--- config.mk ---
export PLATFORM = sky130hd
export DESIGN_NAME = uart_line_settings_divisor_unit_top
export DESIGN_NICKNAME = d
export VERILOG_FILES = /design/src/hw/rtl/uldu_pkg.sv /design/src/hw/rtl/uldu_datapath.sv /design/src/hw/rtl/uldu_controller.sv /design/src/hw/rtl/uart_line_settings_divisor_unit_top.sv
export VERILOG_INCLUDE_DIRS = /design/src /design/src/hw/rtl
export SDC_FILE = /design/constraint.sdc
export NUM_CORES = 1
export LEC_CHECK = 0
export ABC_AREA = 1
export ABC_CLOCK_PERIOD_IN_PS = 3400
export BUFFER_PORTS_ARGS = -buffer_cell sky130_fd_sc_hd__buf_4
export CAP_MARGIN = 20
export CORE_MARGIN = 2
export CORE_UTILIZATION = 55
export CTS_BUF_LIST = sky130_fd_sc_hd__clkbuf_4 sky130_fd_sc_hd__clkbuf_8
export DETAILED_ROUTE_END_ITERATION = 10
export PLACE_DENSITY = 0.79
export SYNTH_ARGS = -nofsm -noshare
export SYNTH_HDL_FRONTEND = slang
export SYNTH_SLANG_ARGS = --single-unit
--- constraint.sdc ---
create_clock -name clk -period 3.4 [get_ports clk]
set_input_delay 0.68 -clock clk [delete_from_list [all_inputs] [get_ports clk]]
set_output_delay 0.68 -clock clk [all_outputs]
set_load 0.005 [all_outputs]
--- src/hw/rtl/uart_line_settings_divisor_unit_top_macros.svh ---
// Assertion macros used by the sequencer of the serial line settings unit.
`ifndef UART_LINE_SETTINGS_DIVISOR_UNIT_TOP_MACROS_SVH
`define UART_LINE_SETTINGS_DIVISOR_UNIT_TOP_MACROS_SVH

// Checked while out of reset.
`define ULDU_ASSERT(lbl, clk, rst_n, prop, msg) \
lbl: assert property (@(posedge clk) disable iff (!rst_n) prop) else $error(msg);

// Checked at every edge, reset included.
`define ULDU_ASSERT_ALWAYS(lbl, clk, prop, msg) \
lbl: assert property (@(posedge clk) prop) else $error(msg);

`endif

--- src/hw/rtl/uldu_pkg.sv ---
// Shared types, constants and tables of the serial line settings unit.
package uldu_pkg;

	localparam int CHANNELS_DEFAULT = 4;
	localparam int CLOCK_W = 32;
	localparam int BAUD_W = 20;
	localparam int DIV_STEPS = CLOCK_W;
	localparam int BAUD_COUNT = 21;

	localparam logic [2:0] CMD_WR_BAUD   = 3'd0;
	localparam logic [2:0] CMD_WR_DATA   = 3'd1;
	localparam logic [2:0] CMD_WR_PARITY = 3'd2;
	localparam logic [2:0] CMD_WR_STOP   = 3'd3;
	localparam logic [2:0] CMD_RD_BAUD   = 3'd4;
	localparam logic [2:0] CMD_RD_DATA   = 3'd5;
	localparam logic [2:0] CMD_RD_PARITY = 3'd6;
	localparam logic [2:0] CMD_RD_STOP   = 3'd7;

	localparam logic [4:0] DATA_MAX  = 5'd3;
	localparam logic [4:0] PAR_NONE  = 5'd0;
	localparam logic [4:0] PAR_EVEN  = 5'd1;
	localparam logic [4:0] PAR_ODD   = 5'd2;
	localparam logic [4:0] STOP_ONE  = 5'd0;
	localparam logic [4:0] STOP_TWO  = 5'd2;

	localparam logic [2:0] LCR_PAR_NONE = 3'd0;
	localparam logic [2:0] LCR_PAR_EVEN = 3'd5;
	localparam logic [2:0] LCR_PAR_ODD  = 3'd4;

	typedef struct packed {
		logic [4:0] baud;
		logic [1:0] data;
		logic [1:0] parity;
		logic [1:0] stop;
	} settings_t;

	// 115200 baud, 8 data bits, no parity, one stop bit
	localparam settings_t SETTINGS_RESET = '{baud: 5'd16, data: 2'd3, parity: 2'd0,
		stop: 2'd0};

	typedef struct packed {
		logic load;
		logic early;
		logic div_init;
		logic div_step;
		logic finish;
	} dp_cmd_t;

	typedef struct packed {
		logic out_of_range;
		logic is_read;
		logic invalid;
		logic quot_zero;
	} dp_status_t;

	function automatic logic [BAUD_W-1:0] baud_to_hz(input logic [4:0] idx);
		logic [BAUD_W-1:0] r;
		unique case (idx)
			5'd0:  r = 20'd50;
			5'd1:  r = 20'd75;
			5'd2:  r = 20'd110;
			5'd3:  r = 20'd134;
			5'd4:  r = 20'd200;
			5'd5:  r = 20'd300;
			5'd6:  r = 20'd600;
			5'd7:  r = 20'd1200;
			5'd8:  r = 20'd1800;
			5'd9:  r = 20'd2400;
			5'd10: r = 20'd4800;
			5'd11: r = 20'd9600;
			5'd12: r = 20'd19200;
			5'd13: r = 20'd38400;
			5'd14: r = 20'd57600;
			5'd15: r = 20'd76800;
			5'd16: r = 20'd115200;
			5'd17: r = 20'd230400;
			5'd18: r = 20'd380400;
			5'd19: r = 20'd460800;
			5'd20: r = 20'd921600;
			default: r = '0;
		endcase
		return r;
	endfunction

	function automatic logic [15:0] slot_word(input logic [3:0] idx);
		logic [15:0] r;
		unique case (idx)
			4'd0:  r = 16'h0000;
			4'd1:  r = 16'h0080;
			4'd2:  r = 16'h0808;
			4'd3:  r = 16'h0888;
			4'd4:  r = 16'h2222;
			4'd5:  r = 16'h4924;
			4'd6:  r = 16'h4a52;
			4'd7:  r = 16'h54aa;
			4'd8:  r = 16'h5555;
			4'd9:  r = 16'hd555;
			4'd10: r = 16'hd5d5;
			4'd11: r = 16'hddd5;
			4'd12: r = 16'hdddd;
			4'd13: r = 16'hdfdd;
			4'd14: r = 16'hdfdf;
			default: r = 16'hffdf;
		endcase
		return r;
	endfunction

endpackage

--- src/hw/rtl/uldu_datapath.sv ---
// Settings store, validation, clock/baud divider and result registers.
module uldu_datapath #(
	parameter int CHANNELS = uldu_pkg::CHANNELS_DEFAULT
) (
	input  logic                 clk,
	input  logic                 arst_n,
	input  logic                 cfg_write,
	input  logic [31:0]          cfg_data,
	input  logic [1:0]           channel,
	input  logic [2:0]           command,
	input  logic [4:0]           field_value,
	input  uldu_pkg::dp_cmd_t    cmd,
	output uldu_pkg::dp_status_t status,
	output logic [1:0]           channel_out,
	output logic [4:0]           read_value,
	output logic [22:0]          divisor,
	output logic [15:0]          slot_pattern,
	output logic [5:0]           line_control,
	output logic                 updated,
	output logic                 error
);

	localparam int IDX_W = (CHANNELS > 1) ? $clog2(CHANNELS) : 1;

	uldu_pkg::settings_t store_q [CHANNELS];
	logic [uldu_pkg::CLOCK_W-1:0] clock_rate_q;

	logic [1:0] ch_q;
	logic [2:0] cmd_q;
	logic [4:0] val_q;

	logic [uldu_pkg::BAUD_W-1:0] baud_q;
	logic [uldu_pkg::BAUD_W-1:0] rem_q;
	logic [uldu_pkg::CLOCK_W-1:0] quo_q;

	logic [IDX_W-1:0] idx;
	uldu_pkg::settings_t entry;
	logic [4:0] w_baud, w_data, w_parity, w_stop;
	logic [4:0] rd_value;
	logic       out_of_range, is_read, invalid;
	logic [uldu_pkg::BAUD_W:0] trial;
	logic       trial_ge;
	logic [uldu_pkg::CLOCK_W-5:0] quot;
	logic [2:0] par_code;

	assign idx = IDX_W'(ch_q);
	assign entry = store_q[idx];
	assign out_of_range = int'(ch_q) >= CHANNELS;
	assign is_read = cmd_q >= uldu_pkg::CMD_RD_BAUD;

	always_comb begin
		w_baud = entry.baud;
		w_data = {3'b000, entry.data};
		w_parity = {3'b000, entry.parity};
		w_stop = {3'b000, entry.stop};
		rd_value = '0;
		unique case (cmd_q)
			uldu_pkg::CMD_WR_BAUD:   w_baud = val_q;
			uldu_pkg::CMD_WR_DATA:   w_data = val_q;
			uldu_pkg::CMD_WR_PARITY: w_parity = val_q;
			uldu_pkg::CMD_WR_STOP:   w_stop = val_q;
			uldu_pkg::CMD_RD_BAUD:   rd_value = entry.baud;
			uldu_pkg::CMD_RD_DATA:   rd_value = {3'b000, entry.data};
			uldu_pkg::CMD_RD_PARITY: rd_value = {3'b000, entry.parity};
			uldu_pkg::CMD_RD_STOP:   rd_value = {3'b000, entry.stop};
		endcase
	end

	assign invalid = (w_baud >= 5'(uldu_pkg::BAUD_COUNT)) || (w_data > uldu_pkg::DATA_MAX)
		|| (w_parity > uldu_pkg::PAR_ODD)
		|| ((w_stop != uldu_pkg::STOP_ONE) && (w_stop != uldu_pkg::STOP_TWO))
		|| (clock_rate_q == '0);

	always_comb begin
		unique case (w_parity)
			uldu_pkg::PAR_EVEN: par_code = uldu_pkg::LCR_PAR_EVEN;
			uldu_pkg::PAR_ODD:  par_code = uldu_pkg::LCR_PAR_ODD;
			default:            par_code = uldu_pkg::LCR_PAR_NONE;
		endcase
	end

	// clock/(16*baud) is floor(clock/baud) >> 4; the low nibble picks the slot word
	assign quot = quo_q[uldu_pkg::CLOCK_W-1:4];
	assign trial = {rem_q, quo_q[uldu_pkg::CLOCK_W-1]};
	assign trial_ge = trial >= {1'b0, baud_q};

	assign status.out_of_range = out_of_range;
	assign status.is_read = is_read;
	assign status.invalid = invalid;
	assign status.quot_zero = (quot == '0);

	always_ff @(posedge clk or negedge arst_n) begin
		if (!arst_n) begin
			clock_rate_q <= '0;
			for (int i = 0; i < CHANNELS; i++) begin
				store_q[i] <= uldu_pkg::SETTINGS_RESET;
			end
		end else begin
			if (cfg_write) begin
				clock_rate_q <= cfg_data;
			end
			if (cmd.finish && !status.quot_zero) begin
				store_q[idx] <= '{baud: w_baud, data: w_data[1:0], parity: w_parity[1:0],
					stop: w_stop[1:0]};
			end
		end
	end

	always_ff @(posedge clk) begin
		if (cmd.load) begin
			ch_q <= channel;
			cmd_q <= command;
			val_q <= field_value;
		end
		if (cmd.div_init) begin
			baud_q <= uldu_pkg::baud_to_hz(w_baud);
			rem_q <= '0;
			quo_q <= clock_rate_q;
		end else if (cmd.div_step) begin
			rem_q <= trial_ge ? uldu_pkg::BAUD_W'(trial - {1'b0, baud_q})
				: trial[uldu_pkg::BAUD_W-1:0];
			quo_q <= {quo_q[uldu_pkg::CLOCK_W-2:0], trial_ge};
		end
		if (cmd.early) begin
			channel_out <= ch_q;
			read_value <= out_of_range ? 5'd0 : rd_value;
			divisor <= '0;
			slot_pattern <= '0;
			line_control <= '0;
			updated <= 1'b0;
			error <= out_of_range || !is_read;
		end else if (cmd.finish) begin
			channel_out <= ch_q;
			read_value <= '0;
			updated <= !status.quot_zero;
			error <= status.quot_zero;
			if (status.quot_zero) begin
				divisor <= '0;
				slot_pattern <= '0;
				line_control <= '0;
			end else begin
				divisor <= 23'(quot - 1'b1);
				slot_pattern <= uldu_pkg::slot_word(quo_q[3:0]);
				line_control <= {par_code, (w_stop == uldu_pkg::STOP_TWO), w_data[1:0]};
			end
		end
	end

endmodule

--- src/hw/rtl/uldu_controller.sv ---
// Sequencer of the serial line settings unit: check, divide, finish.
`include "uart_line_settings_divisor_unit_top_macros.svh"

module uldu_controller (
	input  logic                 clk,
	input  logic                 arst_n,
	input  logic                 start,
	input  uldu_pkg::dp_status_t status,
	output uldu_pkg::dp_cmd_t    cmd,
	output logic                 busy,
	output logic                 done
);

	localparam int STEP_W = $clog2(uldu_pkg::DIV_STEPS);

	typedef enum logic [1:0] {
		ST_IDLE,
		ST_CHECK,
		ST_DIV,
		ST_FIN
	} state_t;

	state_t state_q;
	logic [STEP_W-1:0] cnt_q;
	logic done_q;
	logic early_exit;

	assign early_exit = status.out_of_range || status.is_read || status.invalid;
	assign busy = (state_q != ST_IDLE);
	assign done = done_q;

	always_comb begin
		cmd = '0;
		unique case (state_q)
			ST_IDLE:  cmd.load = start;
			ST_CHECK: begin
				cmd.early = early_exit;
				cmd.div_init = !early_exit;
			end
			ST_DIV:   cmd.div_step = 1'b1;
			ST_FIN:   cmd.finish = 1'b1;
		endcase
	end

	always_ff @(posedge clk or negedge arst_n) begin
		if (!arst_n) begin
			state_q <= ST_IDLE;
			cnt_q <= '0;
			done_q <= 1'b0;
		end else begin
			done_q <= 1'b0;
			unique case (state_q)
				ST_IDLE: begin
					if (start) begin
						state_q <= ST_CHECK;
					end
				end
				ST_CHECK: begin
					cnt_q <= '0;
					if (early_exit) begin
						done_q <= 1'b1;
						state_q <= ST_IDLE;
					end else begin
						state_q <= ST_DIV;
					end
				end
				ST_DIV: begin
					cnt_q <= cnt_q + 1'b1;
					if (cnt_q == STEP_W'(uldu_pkg::DIV_STEPS - 1)) begin
						state_q <= ST_FIN;
					end
				end
				ST_FIN: begin
					done_q <= 1'b1;
					state_q <= ST_IDLE;
				end
			endcase
		end
	end

	`ULDU_ASSERT(a_done_when_idle, clk, arst_n, done_q |-> (state_q == ST_IDLE), "result strobe while busy")
	`ULDU_ASSERT(a_done_single, clk, arst_n, done_q |=> !done_q, "result strobe longer than one cycle")
	`ULDU_ASSERT(a_fin_after_div, clk, arst_n, (state_q == ST_FIN) |-> ($past(state_q) == ST_DIV && $past(cnt_q) == STEP_W'(uldu_pkg::DIV_STEPS - 1)), "finish before all divide steps")
	`ULDU_ASSERT_ALWAYS(a_reset_quiet, clk, !arst_n |=> (!done_q && state_q == ST_IDLE), "activity during reset")

endmodule

--- src/hw/rtl/uart_line_settings_divisor_unit_top.sv ---
// Top level of the serial line settings and baud divisor unit.
// Each request (start while busy is low) names a channel, a command and a value and gives
// exactly one result, shown for one cycle with done high; the receiver cannot stall it.
// Reads, requests to a channel out of range, invalid settings and writes with no clock
// finish from the check state. A valid write runs a 32-step restoring division of the
// clock rate by the baud rate, one quotient bit per cycle, then a finish state; the next
// request can start in the cycle the result is shown. The clock rate register may be
// written only while busy is low.
module uart_line_settings_divisor_unit_top #(
	parameter int CHANNELS = uldu_pkg::CHANNELS_DEFAULT
) (
	input  logic        clk,
	input  logic        arst_n,
	input  logic        cfg_write,
	input  logic [31:0] cfg_data,
	input  logic        start,
	output logic        busy,
	input  logic [1:0]  channel,
	input  logic [2:0]  command,
	input  logic [4:0]  field_value,
	output logic        done,
	output logic [1:0]  channel_out,
	output logic [4:0]  read_value,
	output logic [22:0] divisor,
	output logic [15:0] slot_pattern,
	output logic [5:0]  line_control,
	output logic        updated,
	output logic        error
);

	uldu_pkg::dp_cmd_t    dp_cmd;
	uldu_pkg::dp_status_t dp_status;

	uldu_controller u_ctrl (
		.clk    (clk),
		.arst_n (arst_n),
		.start  (start),
		.status (dp_status),
		.cmd    (dp_cmd),
		.busy   (busy),
		.done   (done)
	);

	uldu_datapath #(
		.CHANNELS (CHANNELS)
	) u_dp (
		.clk          (clk),
		.arst_n       (arst_n),
		.cfg_write    (cfg_write),
		.cfg_data     (cfg_data),
		.channel      (channel),
		.command      (command),
		.field_value  (field_value),
		.cmd          (dp_cmd),
		.status       (dp_status),
		.channel_out  (channel_out),
		.read_value   (read_value),
		.divisor      (divisor),
		.slot_pattern (slot_pattern),
		.line_control (line_control),
		.updated      (updated),
		.error        (error)
	);

endmodule

==> flow_metrics.tcl, run 1 <==
set metrics [dict create \
    cts.root.buffer_cell "clkbuf_8" \
    start_util_pct 56.41 \
    io_buffers 100 \
    run_status "complete, no violations" \
    final_common_cell "nand2_1" \
    clock-skew-final_ns 0.03433 \
    final_layout_size_suffix_gt1_share_pct 16.55 \
    area_delta_synth_final_pct 15.65 \
    slowest_stage "edfxtp_1" \
    postCtsSetupRepairBufs 0 \
    critPathArrivalTime_ns 3.59 \
    synth_seq_cells 229 \
    syn_nets 1459 \
    end_kind "flop" \
    startpoint_type "flop" \
    grt_pass1_vias 9184 \
    min_period_ns 3.151 \
    n_fill_cell 1714 \
    drc_errors 0 \
    drv_slew 0 \
    slowest_delay_ns 0.47 \
    grt_pass1_wl_um 45020 \
    hold_class "input pin to flop" \
    setup_viol 0 \
    wl_um 27870 \
    finalNetCount 1569 \
    tns_ns 0 \
    globalplace.congestion 0.9490 \
    synth_cell_type_count 58 \
    finalHoldViolCount 0 \
    fin_worst_hold_slack_ns 0.2930 \
    cpLargestDelayFamily "simple AND/OR/NAND/NOR gates" \
    cp.required_ns 3.83 \
    ant_nets 0 \
    cellPowerDensity_nw_per_um2 813.9 \
    fmax_mhz 317.4 \
    yosysSeqAreaShare_pct 49.64 \
    critPathBufInv 2 \
    multiInputGateArea_um2 4931 \
    clkTransAtPathRegs_ns 0.06 \
    post_drt_wl_per_cell_um 15.65 \
    max-vdd-ir-drop_uv 381.8 \
    worst_pin_slew_ns 0.7563 \
    netlist_area_um2 11520 \
    r2r_slack_ns 0.25 \
    ys_async_sr_fraction_pct 36.68 \
    grt_overflow 0 \
    die_height_um 148.8 \
    post_drt_via_cell_ratio 5.403 \
    cts_tree "done" \
    synth.top_cell.area_share_pct 18.24 \
    drt_iter0_markers 581 \
    ios 102 \
    clock_sinks 229 \
    postSynthCellCount 1373 \
    fp.dieArea_um2 22130 \
    drt-pass1-iter-count 5 \
    fin_ws_ns 0.2490 \
    n_antenna_cell 0 \
    place_ws_ns 0.2690 \
    syn_avg_cell_area_um2 8.394 \
    cts_max_level 2 \
    rr_worst_depth 16 \
    die_w_um 148.8 \
    fp-row-count 52 \
    holdPathStages 1 \
    clockBufferDepth 3 \
    final_area_um2 13330 \
    antenna_found_initial 0 \
    maxCapViolCount 0 \
    fin_crit_sh_pct 92.68 \
    crit_path_max_fanout 34 \
    slew_headroom_pct 49.05 \
    final_cell_mix "nand2_1 (327), inv_1 (158), o21ai_0 (150)" \
    path_class "flop to flop" \
    yosysTopAreaCell "edfxtp_1" \
    path_depth 16 \
    dp_hpwl_um 20070 \
    clk_latency_ns 0.56 \
    seqCellArea_um2 5720 \
    grt_max_degree 85 \
    synthFlopType "dfxtp_1" \
    coreArea_um2 20430 \
    grt_usage_pct 25.45 \
    yosys_warnings 0 \
    utilization_pct 65.24 \
    worstPathCellList "nor2_1 > nand2_2 > or2_1 > nand2_2 > inv_4 > o21ai_2 > nand2_1 > nand2_4 > nand3_4 > nand2_4 > buf_4 > nand3_4 > nand2_4 > nand2_1 > nand3_1 > nand2_1" \
    cts_buffers 38 \
    synth_edf_count 70 \
    p_leak_uw 0.006151 \
    yosys-top-cells-area "edfxtp_1 (18%), dfrtp_1 (16%), dfxtp_1 (13%)" \
    place_area_um2 12500 \
    num_vias 9622 \
    grt_setup_unrepaired "false" \
]
## layer usage
metal	up-vias	share of wire, %	global-route usage [%]
li1	4758	-	-
met1	4479	42	32.91
met2	322	49	43.43
met3	63	6.6	4.526
met4	0	2.9	8.762
met5	-	0	0
## power by group
group / internal (uW) / leakage (uW) / switching, uW
clock: 1430 / 0.000430 / 1100
combinational: 1390 / 0.00340 / 2570
sequential: 3840 / 0.00232 / 524
## cell usage after synthesis, types with 4 or more instances
master and instances:
nand2_4 8, clkbuf_1 34, buf_4 7, nand2_2 9, a21oi_1 65, or2_1 4, xnor2_1 16, dfrtp_1 72
buf_6 4, nor2_2 5, nor3_1 20, dfxtp_1 75, o21ai_0 150, nand2_1 327, nand3_1 58, dfstp_2 12
a22oi_1 21, edfxtp_1 70, inv_2 6, nor2_1 97, ha_1 39, nand4_1 13, or2_2 7, buf_2 5
inv_1 158, a21o_1 6, o221ai_1 6, nor4_1 11, xor2_1 20
## worst reg2reg max path, delay by kind of cell (launching register included)
| family | cells | cell delay [ns] |
|---|---|---|
| flops | 1 | 0.47 |
| compound gates | 1 | 0.09 |
| simple gates | 13 | 1.92 |
| buf+inv | 2 | 0.57 |
## final timing paths
| path | startpoint | end |
|---|---|---|
| min reg2reg | flop | u_dp.slot_pattern[5] |
| min in group asynchronous | arst_n | u_dp.store_q[12] |
| max reg2reg | u_dp.cmd_q[0] | flop |
| max in group asynchronous | arst_n | u_dp.store_q[21] |
| max | u_dp.cmd_q[0] | flop |
| min | command[2] | u_dp.cmd_q[2] |
## flip-flops by register name, indices dropped and copies added (netlist names), named ones only
register	flops
u_dp.slot_pattern	13
u_dp.divisor	23
u_dp.error	1
u_dp.val_q	5
u_dp.channel_out	2
u_dp.updated	1
u_ctrl.done	1
u_dp.quo_q	32
u_dp.rem_q	20
u_dp.clock_rate_q	32
u_dp.baud_q	20
u_dp.line_control	5
u_ctrl.state_q	1
u_dp.ch_q	2
u_dp.cmd_q	3
u_dp.store_q	44
u_ctrl.cnt_q	5
u_dp.read_value	5
## per-stage QoR
step                      power, uW  cells
after floorplan                6947   1373
after global placement         8166   1711
after detailed placement       8276   1711
after CTS                     10840   1779
after global routing          11570   1781
final                         10850   1781
## cell families (layout without fill, tap and decap cells)
| group | after synthesis | after routing | synth area share (%) |
|---|---|---|---|
| flops | 229 | 229 | 49.64 |
| compound gates | 279 | 279 | 13.78 |
| other cells | 1 | 1 | 0.03254 |
| xor+xnor | 36 | 36 | 2.736 |
| mux | 3 | 3 | 0.2931 |
| fa+ha+maj | 40 | 40 | 4.408 |
| simple gates | 569 | 569 | 21.54 |
| buf+inv | 216 | 354 | 7.578 |
## layout make-up
| cell class | instances | area share (%) |
|---|---|---|
| sequential | 229 | 42.92 |
| multi-input combinational | 928 | 36.99 |
| clock buffer | 61 | 5.407 |
| clock inverter | 7 | 0.5257 |
| inverter | 166 | 4.694 |
| timing repair buffer | 120 | 6.928 |
| tap | 270 | 2.535 |
## what timing repair did
item                       CTS  global route
resized for setup            0             1
hold endpoints to repair     0             5
hold buffers                 0             1
setup endpoints to repair    0             3
(Power assumes the default switching activity.)
==> run 2: changes to the inputs <==
--- a/config.mk
+++ b/config.mk
@@ -6,7 +6,6 @@
 export SDC_FILE = /design/constraint.sdc
 export NUM_CORES = 1
 export LEC_CHECK = 0
-export ABC_AREA = 1
 export ABC_CLOCK_PERIOD_IN_PS = 3400
 export BUFFER_PORTS_ARGS = -buffer_cell sky130_fd_sc_hd__buf_4
 export CAP_MARGIN = 20
==> run 2 against run 1 <==
Design area decreased by 2.2%. Flip-flop and latch count is the same. Highest routed layer unchanged. Sequential power rose by 5.0%. Register-to-register slack got worse by 0.13 ns. Largest cell class unchanged.
==> flow_metrics.tcl, run 2 <==
set metrics [dict create \
    cts.root.buffer_cell "clkbuf_8" \
    maxCapViolCount 0 \
    wl_um 24430 \
    fp.dieArea_um2 21150 \
    clock-skew-final_ns 0.02446 \
    setup_viol 0 \
    io_buffers 100 \
    critPathMostFrequentCell "buf_4" \
    postSynthCellCount 1051 \
    netlist_area_um2 11000 \
    reg2reg_to "u_dp.quo_q[22]" \
    rr_worst_depth 11 \
    grt_pass1_wl_um 39940 \
    num_vias 8261 \
    place_area_um2 12100 \
    crit_path_max_fanout 32 \
    fp-row-count 51 \
    grt_max_degree 69 \
    coreArea_um2 19530 \
    slowest_stage "or4_1" \
    r2r_slack_ns 0.12 \
    synth_cell_type_count 72 \
    end_kind "flop" \
    clockBufferDepth 3 \
    synth_edf_count 70 \
    synth_seq_cells 229 \
    path_class "flop to flop" \
    drt_iter0_markers 502 \
    syn_nets 1137 \
    synthFlopType "dfxtp_1" \
    drv_slew 0 \
    utilization_pct 66.74 \
    finalHoldViolCount 0 \
    dp_hpwl_um 16850 \
    synth.top_cell.area_share_pct 19.11 \
    yosys-top-cells-area "edfxtp_1 (19%), dfrtp_1 (16%), dfxtp_1 (14%)" \
    fin_worst_hold_slack_ns 0.3032 \
    final_layout_size_suffix_gt1_share_pct 26.98 \
    fmax_mhz 305.1 \
    run_status "complete, no violations" \
    drc_errors 0 \
    start_util_pct 56.34 \
    yosysSeqAreaShare_pct 52.00 \
    ant_nets 0 \
    hold_class "input pin to async pin" \
    largest_reg_flops 44 \
    worstPathCellList "buf_4 > mux4_2 > mux2i_1 > buf_4 > ha_1 > or4_1 > nand2_2 > nand3_4 > inv_8 > buf_4 > or2_4" \
    n_antenna_cell 0 \
    cp.required_ns 3.55 \
    startpoint_type "flop" \
    startpoint "u_dp.ch_q[0]" \
    syn_avg_cell_area_um2 10.47 \
    synth_most_common_cell "nand2_1" \
    yosys_warnings 0 \
    final_cell_mix "nand2_1 (163), buf_4 (141), o21ai_0 (81)" \
    cts_tree "done" \
    clkTransAtPathRegs_ns 0.06 \
    p_leak_uw 0.005666 \
    antenna_found_initial 0 \
    die_w_um 145.4 \
    ys_async_sr_fraction_pct 36.68 \
    final_common_cell "nand2_1" \
    max-vdd-ir-drop_uv 491.9 \
    area_delta_synth_final_pct 18.46 \
    rr_startpoint "u_dp.ch_q[0]" \
    clk_latency_ns 0.53 \
    globalplace.congestion 0.8810 \
    cts_max_level 2 \
    grt_usage_pct 22.79 \
    cellPowerDensity_nw_per_um2 940.4 \
    die_height_um 145.4 \
    critPathArrivalTime_ns 3.43 \
    grt_pass1_vias 8065 \
    worst_pin_slew_ns 1.154 \
    ios 102 \
    synth_common_cells "nand2_1 (163), o21ai_0 (81), nor2_1 (76), dfxtp_1 (75), dfrtp_1 (72)" \
    post_drt_via_cell_ratio 5.593 \
    clock_sinks 229 \
    fin_crit_sh_pct 96.41 \
    grt_overflow 0 \
    slew_headroom_pct 22.49 \
    drt-pass1-iter-count 5 \
    regMostFlops "u_dp.store_q" \
    finalNetCount 1268 \
    min_period_ns 3.278 \
    slowest_delay_ns 0.54 \
    n_fill_cell 1522 \
    yosysTopAreaCell "edfxtp_1" \
    cts_buffers 39 \
    post_drt_wl_per_cell_um 16.54 \
    final_area_um2 13030 \
    reg_top3 "u_dp.store_q: 44 flops, u_dp.clock_rate_q: 32 flops, u_dp.quo_q: 32 flops" \
]
==> run 2: worst max path at each step <==
stage	end	slack [ns]	cells after the start
finish	u_dp.quo_q[22]	0.12	11
global route	flop	-0.01	14
CTS	u_dp.store_q[23]	0.03	9
detailed placement	u_dp.store_q[23]	0.07	9
global placement	u_dp.store_q[25]	0.19	9
floorplan	flop	0.03	13
==> run 2: area by class of cell <==
class,instances,area (um2),share of cell area (%)
Sequential cell,229,5720,43.89
Timing Repair Buffer,142,1079,8.276
Inverter,50,195.2,1.498
Clock inverter,6,31.28,0.2400
Multi-Input combinational cell,720,4900,37.60
Tap cell,265,331.6,2.544
Clock buffer,65,775.7,5.952
==> run 2: logic make-up after synthesis <==
family,count (synthesis),synth area share (%)
AO/OA/AOI/OAI,207,11.49
XOR/XNOR,37,2.946
adder cells (fa/ha/maj),40,4.617
buffers and inverters,102,4.015
flip-flops,229,52.00
multiplexers,95,10.86
other,1,0.03409
AND/OR/NAND/NOR,340,14.05
==> run 2: timing repair <==
action	in CTS	in global routing
setup buffers	0	14
hold buffers	0	0
setup endpoints to repair	0	93
resized for setup	0	6
==> run 2: through the flow <==
step	total power, uW	setup TNS, ns	setup WS (ns)	instances
global route	13110	-0.1143	-0.01196	1477
detailed placement	9608	0	0.07019	1392
CTS	12180	0	0.02510	1463
global placement	9450	0	0.1873	1392
finish	12260	0	0.1219	1477
floorplan	8071	0	0.03344	1051
==> run 2: power breakdown <==
group | internal, uW | total [uW] | switching (uW)
combinational | 2220 | 5160 | 2930
sequential | 3990 | 4580 | 589
clock | 1440 | 2520 | 1080
==> run 2: routing by layer <==
metal	up-vias	global-route usage (%)	routed length [um]
met2	275	37.84	11750
met5	-	0	0
met3	51	4.357	1635
met4	0	6.912	495
li1	3969	-	-
met1	3966	30.63	10550
==> run 2: critical path, delay by kind of cell (launching register included) <==
kind	cells	cell delay, ns
adders and majority gates	1	0.22
DFF	1	0.41
muxes	2	0.42
buffers and inverters	4	0.60
and+or+nand+nor	4	1.23
==> run 3: changes to the inputs <==
--- a/config.mk
+++ b/config.mk
@@ -13,7 +13,8 @@
 export CORE_UTILIZATION = 55
 export CTS_BUF_LIST = sky130_fd_sc_hd__clkbuf_4 sky130_fd_sc_hd__clkbuf_8
 export DETAILED_ROUTE_END_ITERATION = 10
-export PLACE_DENSITY = 0.79
+export HOLD_SLACK_MARGIN = 0.08
+export PLACE_DENSITY_LB_ADDON = 0.08
 export SYNTH_ARGS = -nofsm -noshare
 export SYNTH_HDL_FRONTEND = slang
 export SYNTH_SLANG_ARGS = --single-unit
==> run 3 against run 2 <==
Cell count shrank 0.20%. Sequential share of layout area fell by 0.16 points. Flip-flop and latch count did not move. Critical path type unchanged. Clock power rose by 8.3%. Design area rose by 0.37%. Core utilization grew 0.25 points. Worst hold slack got worse by 0.12 ns. Largest power group unchanged. Global-route usage rose by 0.41 points.
==> flow_metrics.tcl, run 3 (synthesis gave the netlist of run 2 again) <==
set metrics [dict create \
    fp.dieArea_um2 21150 \
    max-vdd-ir-drop_uv 565.5 \
    fin_worst_hold_slack_ns 0.1842 \
    antenna_found_initial 0 \
    ant_nets 0 \
    finalNetCount 1264 \
    ios 102 \
    grt_pass1_wl_um 40300 \
    start_util_pct 56.34 \
    n_antenna_cell 0 \
    grt_usage_pct 23.20 \
    use_met3_pct 4.357 \
    critPathArrivalTime_ns 3.68 \
    hold_buffers 0 \
    maxCapViolCount 0 \
    worst_pin_slew_ns 1.075 \
    coreArea_um2 19530 \
    post_drt_wl_per_cell_um 16.60 \
    cts_tree "done" \
    globalplace.congestion 0.9059 \
    regMostFlops "u_dp.store_q" \
    grt_util_met1_pct 31.36 \
    finalHoldViolCount 0 \
    crit_path_max_fanout 5 \
    final_layout_size_suffix_gt1_share_pct 26.72 \
    die_height_um 145.4 \
    clockBufferDepth 3 \
    globalRoute.busiestLayer "met2" \
    r2r_slack_ns 0.11 \
    place_ws_ns 0.1085 \
    num_vias 8113 \
    slew_headroom_pct 27.76 \
    clock-skew-final_ns 0.03380 \
    io_buffers 100 \
    clock_sinks 229 \
    utilization_pct 66.99 \
    fin_ws_ns 0.1145 \
    largest_reg_flops 44 \
    end_kind "flop" \
    drt-pass1-iter-count 5 \
    area_delta_synth_final_pct 18.90 \
    grtUsageMet2_pct 38.46 \
    dp_hpwl_um 16970 \
    min_period_ns 3.285 \
    cellPowerDensity_nw_per_um2 949.9 \
    wl_um 24470 \
    clkTransAtPathRegs_ns 0.06 \
    run_status "complete, no violations" \
    final_cell_mix "nand2_1 (163), buf_4 (134), o21ai_0 (81)" \
    startpoint_type "flop" \
    setup_viol 0 \
    post_drt_via_cell_ratio 5.504 \
    drv_slew 0 \
    clk_latency_ns 0.54 \
    grt_pass1_vias 7914 \
    cts_buffers 39 \
    p_total_uw 12430 \
    cp.required_ns 3.79 \
    p_leak_uw 0.005677 \
    die_w_um 145.4 \
    tns_ns 0 \
    grt_max_degree 52 \
    cts.root.buffer_cell "clkbuf_8" \
    hold_class "input pin to async pin" \
    fin_crit_sh_pct 96.63 \
    fmax_mhz 304.4 \
    grt_overflow 0 \
    path_class "flop to flop" \
    fp-row-count 51 \
    drc_errors 0 \
    final_common_cell "nand2_1" \
    cts_max_level 2 \
    reg_top3 "u_dp.store_q: 44 flops, u_dp.clock_rate_q: 32 flops, u_dp.quo_q: 32 flops" \
    drt_iter0_markers 479 \
]
run 3: stage by stage:
step / std cells / instance area (um2)
global route: 1474 / 13080
CTS: 1464 / 12970
detailed placement: 1392 / 12100
global placement: 1392 / 12100
floorplan: 1051 / 11030
finish: 1474 / 13080
run 3: final timing paths:
check / startpoint / endpoint / cells after the start
worst max-delay path: u_dp.ch_q[0] / flop / 12
worst min-delay path: arst_n / u_dp.store_q[9] / 1
worst max register to register: u_dp.ch_q[0] / flop / 12
worst min register to register: flop / u_dp.slot_pattern[13] / 1
max in group asynchronous: arst_n / u_dp.store_q[43] / 2
min in group clk: field_value[3] / u_dp.val_q[3] / 1
run 3: layer usage:
metal | wire (um) | up-vias
met4 | 488 | 0
met3 | 1141 | 43
met1 | 10930 | 3920
li1 | - | 3960
met5 | 0 | -
met2 | 11910 | 190
run 3: worst max-delay path, stage by stage, from the launching register on:
cell and delay, ns:
edfxtp_1 0.40, mux4_2 0.56, mux2i_4 0.18, inv_2 0.08, ha_1 0.24, or4_1 0.54
nand2_2 0.13, nand3_4 0.14, mux2i_4 0.27, inv_1 0.12, ha_1 0.26, nor2_1 0.18
a311oi_2 0.05
run 3: report_power, final:
part           internal (uW)  switching, uW  total [uW]
Clock                   1620           1110        2730
Sequential              3990            565        4560
Combinational           2210           2920        5140
Total                   7830           4600       12400
run 3: final cells by class:
class	count	area, um2
Multi-Input combinational cell	720	4898
Clock buffer	61	739.5
Timing Repair Buffer	138	1060
Sequential cell	229	5720
Fill cell	1621	6445
Tap cell	265	331.6
Clock inverter	11	136.4
Inverter	50	195.2
run 3: what timing repair did:
item	CTS	global route
buffers inserted	0	10
endpoints found under the setup margin	0	60
resized for setup	0	9
